File: config.mk
export PLATFORM = sky130hd
export DESIGN_NAME = rfr_divider
export DESIGN_NICKNAME = d
export VERILOG_FILES = /design/src/hw/rtl/rfr_divider.sv
export SDC_FILE = /design/constraint.sdc
export NUM_CORES = 1
export LEC_CHECK = 0
export BUFFER_PORTS_ARGS = -buffer_cell sky130_fd_sc_hd__buf_2
export CORE_ASPECT_RATIO = 1.2
export CORE_MARGIN = 3
export CORE_UTILIZATION = 40
export CTS_BUF_LIST = sky130_fd_sc_hd__clkbuf_2 sky130_fd_sc_hd__clkbuf_4 sky130_fd_sc_hd__clkbuf_8
export DETAILED_ROUTE_END_ITERATION = 8
export MAX_ROUTING_LAYER = met4
export RECOVER_POWER = 25
export SETUP_SLACK_MARGIN = 0.2
export SYNTH_ARGS = -nofsm -noshare
export SYNTH_HDL_FRONTEND = slang
export SYNTH_SLANG_ARGS = --single-unit
File: constraint.sdc
create_clock -name clk_i -period 3.1 [get_ports clk_i]
set_clock_uncertainty 0.05 [all_clocks]
set_input_delay 0.62 -clock clk_i [delete_from_list [all_inputs] [get_ports clk_i]]
set_output_delay 0.62 -clock clk_i [all_outputs]
set_load 0.02 [all_outputs]
File: src/hw/rtl/rfr_divider.sv
module rfr_divider #(
  parameter int unsigned NumW = 48,
  parameter int unsigned DenW = 33
) (
  input  logic                 clk_i,
  input  logic                 rst_ni,
  input  logic                 start_i,
  input  logic [NumW-1:0]      num_i,
  input  logic [DenW-1:0]      den_i,
  output logic                 busy_o,
  output logic [NumW-1:0]      quot_o
);
  localparam int unsigned CntW = $clog2(NumW + 1);

  logic [NumW-1:0] quot_q, quot_d;
  logic [DenW:0]   rem_q, rem_d;
  logic [DenW-1:0] den_q, den_d;
  logic [CntW-1:0] cnt_q, cnt_d;
  logic            busy_q, busy_d;
  logic [DenW:0]   trial;

  always_comb begin
    quot_d = quot_q;
    rem_d  = rem_q;
    den_d  = den_q;
    cnt_d  = cnt_q;
    busy_d = busy_q;
    trial  = {rem_q[DenW-1:0], quot_q[NumW-1]};
    if (start_i) begin
      quot_d = num_i;
      rem_d  = '0;
      den_d  = den_i;
      cnt_d  = CntW'(NumW);
      busy_d = 1'b1;
    end else if (busy_q) begin
      if (trial >= {1'b0, den_q}) begin
        rem_d  = trial - {1'b0, den_q};
        quot_d = {quot_q[NumW-2:0], 1'b1};
      end else begin
        rem_d  = trial;
        quot_d = {quot_q[NumW-2:0], 1'b0};
      end
      cnt_d = cnt_q - 1'b1;
      if (cnt_q == CntW'(1)) busy_d = 1'b0;
    end
  end

  always_ff @(posedge clk_i or negedge rst_ni) begin
    if (!rst_ni) begin
      busy_q <= 1'b0;
      cnt_q  <= '0;
    end else begin
      busy_q <= busy_d;
      cnt_q  <= cnt_d;
    end
  end

  always_ff @(posedge clk_i) begin
    quot_q <= quot_d;
    rem_q  <= rem_d;
    den_q  <= den_d;
  end

  assign busy_o = busy_q;
  assign quot_o = quot_q;
endmodule

==> results.sh <==
export IMPL_htreeDepth=4
export IMPL_p_sw_frac=0.2910
export IMPL_ys_seq_area_frac=0.4874
export IMPL_clockBufferDepth=2
export IMPL_vias=5151
export IMPL_wl_per_cell_um=16.00
export IMPL_drt_initial_drc_count=224
export IMPL_clk_latency_ps=440
export IMPL_grt_util_all_layers=0.1756
export IMPL_ys_ff_latch=121
export IMPL_synthesis_nets=728
export IMPL_grt_pass1_wl_um=24830
export IMPL_crit_fanout=3
export IMPL_worstPathCellList="inv_1 -> ha_2 -> inv_2 -> fa_2 -> a21o_1 -> a221oi_4 -> o221ai_4 -> buf_4 -> a221oi_2 -> o21bai_1 -> a21oi_1 -> xor2_1 -> o211ai_1 -> o211a_1"
export IMPL_drive_above_1_share=0.3592
export IMPL_max_freq_mhz=334.0
export IMPL_crit_type="register to register"
export IMPL_yosysWarnings=0
export IMPL_setup_viol_count_final=0
export IMPL_clockPowerShare=0.348
export IMPL_async_reset_ff_frac=0.05785
export IMPL_grt_max_degree=72
export IMPL_grt_overflow_total=0
export IMPL_syn_area_per_cell_um2=11.03
export IMPL_crit_path_end_kind="register"
export IMPL_cap_violations=0
export IMPL_hold_viol=0
export IMPL_p_leak_nw=3.671
export IMPL_synth_edff_count=81
export IMPL_finalPower_mw=3.929
export IMPL_arrival_ps=3280
export IMPL_rsz0062_at_grt="true"
export IMPL_routed_via_density=5.224
export IMPL_syn_area_um2=6705
export IMPL_slew_headroom=0.4575
export IMPL_slew_violations=0
export IMPL_num_antenna_cells=0
export IMPL_rows=51
export IMPL_ys_types=61
export IMPL_fill_cells=1526
export IMPL_nNetsFinal=881
export IMPL_firstDrtPassIters=4
export IMPL_dieHeight_um=147.8
export IMPL_p_switching_mw=1.143
export IMPL_drt_wl_total_um=15770
export IMPL_start_kind="register"
export IMPL_area_growth_pct=24.61
export IMPL_cellInternalPower_mw=2.786
export IMPL_worst_pin_slew_ps=812.9
export IMPL_hold_path_class="input pin to register"
export IMPL_holdWs_ps=299.4
export IMPL_power_frac_seq=0.489
export IMPL_grt_pass1_vias=5328
export IMPL_die_x_um=124.2
export IMPL_io_pins=133
export IMPL_status="completed"
export IMPL_slowest_stage="edfxtp_1"
export IMPL_cpPeakStageDelay_ps=390
export IMPL_p_comb_frac=0.163
export IMPL_period_needed_ps=2994
export IMPL_clk_pin_slew_ps=80
export IMPL_cts_buffers=17
export IMPL_routabilityCongestion=0.8702
export IMPL_drc=0
export IMPL_synthFlopType="edfxtp_1"
export IMPL_root_buffer="clkbuf_8"
export IMPL_drtAntennaViolNets=0
export IMPL_powerDensity_nw_per_um2=470.2
export IMPL_min_period_over_period=0.9657
export IMPL_start_util=0.4105
export IMPL_coreArea_um2=16340
export IMPL_antenna_found_initial=0
export IMPL_peakVddDrop_mv=0.2541
export IMPL_dieArea_um2=18360
export IMPL_io_buffers=132
export IMPL_clock_sinks=121
export IMPL_syn_inst=608
export IMPL_place_hpwl_um=10720
export IMPL_required_ps=3390
export IMPL_cts_tree="yes"
-- metrics by stage --
| stage | area (µm²) | setup WS [ps] | TNS, ps | util | cells |
|---|---|---|---|---|---|
| finish | 8356 | 106.4 | 0 | 0.5115 | 986 |
| global placement | 7689 | 154.1 | 0 | 0.4707 | 941 |
| floorplan | 6740 | 23.67 | 0 | - | 608 |
| CTS | 8127 | 126.1 | 0 | 0.4975 | 980 |
| detailed placement | 7689 | 92.79 | 0 | 0.4707 | 941 |
| global route | 8356 | -41.04 | -479.7 | 0.5115 | 986 |
-- final cells by class --
cell class              instances  area [µm²]  share of cell area
inverters                      50       187.7             0.02246
multi-input cells             408        3239              0.3877
clock buffers                  17       234.0             0.02800
flip-flops and latches        121        3269              0.3913
well taps                     212       265.3             0.03175
clock inverters                15       142.6             0.01707
repair buffers                163        1017              0.1217
-- metal layers --
layer  global-route usage  up-vias  share of wire
li1                     -     2564              -
met1               0.2095     2410           0.43
met2               0.2741      153           0.49
met3              0.05894       24          0.060
met4              0.06740        0          0.020
met5                    -        -              0
-- layout by cell type, fill, tap and decap left out, types with 5 or more instances in the layout --
cell and count:
a211oi_1 17, a21oi_2 9, o211a_1 11, nor2_1 46, inv_1 49, xor2_1 16
dfrtp_1 6, edfxtp_1 81, xnor2_1 15, inv_6 6, dfxtp_1 33, nand3_1 7
nor3_1 5, nand2_1 26, ha_1 34, a41oi_1 6, a31oi_1 7, a21oi_1 33
buf_2 130, o211ai_1 13, o21bai_1 9, clkinvlp_4 5, mux2i_1 6, buf_4 21
clkbuf_8 17, a21o_1 14, o21ai_0 13, mux2_2 47, nand4_1 5
-- critical path: cells and delay by family (launching register included) --
family,cells,cell delay (ps)
fa+ha+maj,2,500
flops,1,390
buf+inv,3,280
xor+xnor,1,160
compound gates,8,1510
-- repair_timing --
action | in CTS | in global routing
hold buffers | 1 | 0
endpoints found under the setup margin | 29 | 33
gates resized for setup | 1 | 31
setup buffers | 6 | 2
hold endpoints to repair | 7 | 0
gates cloned | 0 | 4
pin swaps | 4 | 19
-- power groups by stage --
stage	sequential, mW	combinational (mW)	clock (mW)
finish	1.92	0.642	1.37
global route	1.94	0.704	1.49
CTS	1.92	0.632	1.42
detailed placement	1.95	0.622	0
global placement	1.95	0.610	0
floorplan	2.03	0.330	0
-- kinds of logic after synthesis --
family                     after synthesis  synth area share
AOI/OAI and AO/OA                      162            0.1790
and+or+nand+nor                        125           0.08584
DFF                                    121            0.4874
buffers and inverters                   79           0.04945
muxes                                   54           0.08957
adders and majority gates               36           0.06830
xor gates and xnor gates                31           0.04049
-- final timing paths --
kind	start	to	slack (ps)	depth (start not counted)
max	quot_o[47]	rem_q[20]	110	14
min	den_i[26]	den_q[26]	300	1
max reg2reg	quot_o[47]	rem_q[20]	110	14
min reg2reg	rem_q[9]	rem_q[9]	460	2
max in group asynchronous	rst_ni	busy_o	2140	2
min in group asynchronous	rst_ni	cnt_q[1]	550	2
-- sequential cells by signal, indices dropped and copies added, names as in the netlist --
| register | count |
|---|---|
| quot_o | 48 |
| den_q | 33 |
| rem_q | 33 |
| cnt_q | 6 |
| busy_o | 1 |
-- cells in the mapped netlist, types with 2 or more instances --
| library cell | n | area, µm² |
|---|---|---|
| dfrtp_1 | 7 | 175.2 |
| clkbuf_1 | 21 | 78.83 |
| a41oi_1 | 6 | 52.55 |
| xor2_1 | 16 | 140.1 |
| buf_4 | 3 | 22.52 |
| o211ai_1 | 13 | 97.59 |
| a31oi_1 | 7 | 43.79 |
| a21oi_4 | 2 | 32.53 |
| a221oi_1 | 2 | 17.52 |
| ha_1 | 35 | 437.9 |
| nor2_1 | 50 | 187.7 |
| nand4_1 | 5 | 31.28 |
| nand3_1 | 7 | 35.03 |
| and3_1 | 4 | 25.02 |
| nor3_1 | 5 | 25.02 |
| a21o_1 | 14 | 105.1 |
| o31ai_1 | 3 | 22.52 |
| buf_6 | 3 | 33.78 |
| o221ai_1 | 2 | 17.52 |
| or3_1 | 2 | 12.51 |
| xnor2_1 | 15 | 131.4 |
| a211oi_1 | 18 | 135.1 |
| o21a_1 | 4 | 30.03 |
| o211a_1 | 11 | 110.1 |
| inv_1 | 50 | 187.7 |
| a21oi_1 | 42 | 210.2 |
| and2_1 | 4 | 25.02 |
| a211o_1 | 2 | 17.52 |
| mux2i_1 | 6 | 60.06 |
| nand2_1 | 32 | 120.1 |
| nor3b_1 | 2 | 15.01 |
| nor4_1 | 2 | 12.51 |
| mux2_2 | 47 | 529.3 |
| o21ai_0 | 14 | 70.07 |
| nand3b_1 | 4 | 30.03 |
| o21bai_1 | 9 | 67.56 |
| nand2b_1 | 3 | 18.77 |
| edfxtp_1 | 81 | 2432 |
| dfxtp_1 | 33 | 660.6 |
Note: power is estimated with default switching activity, not from simulation.
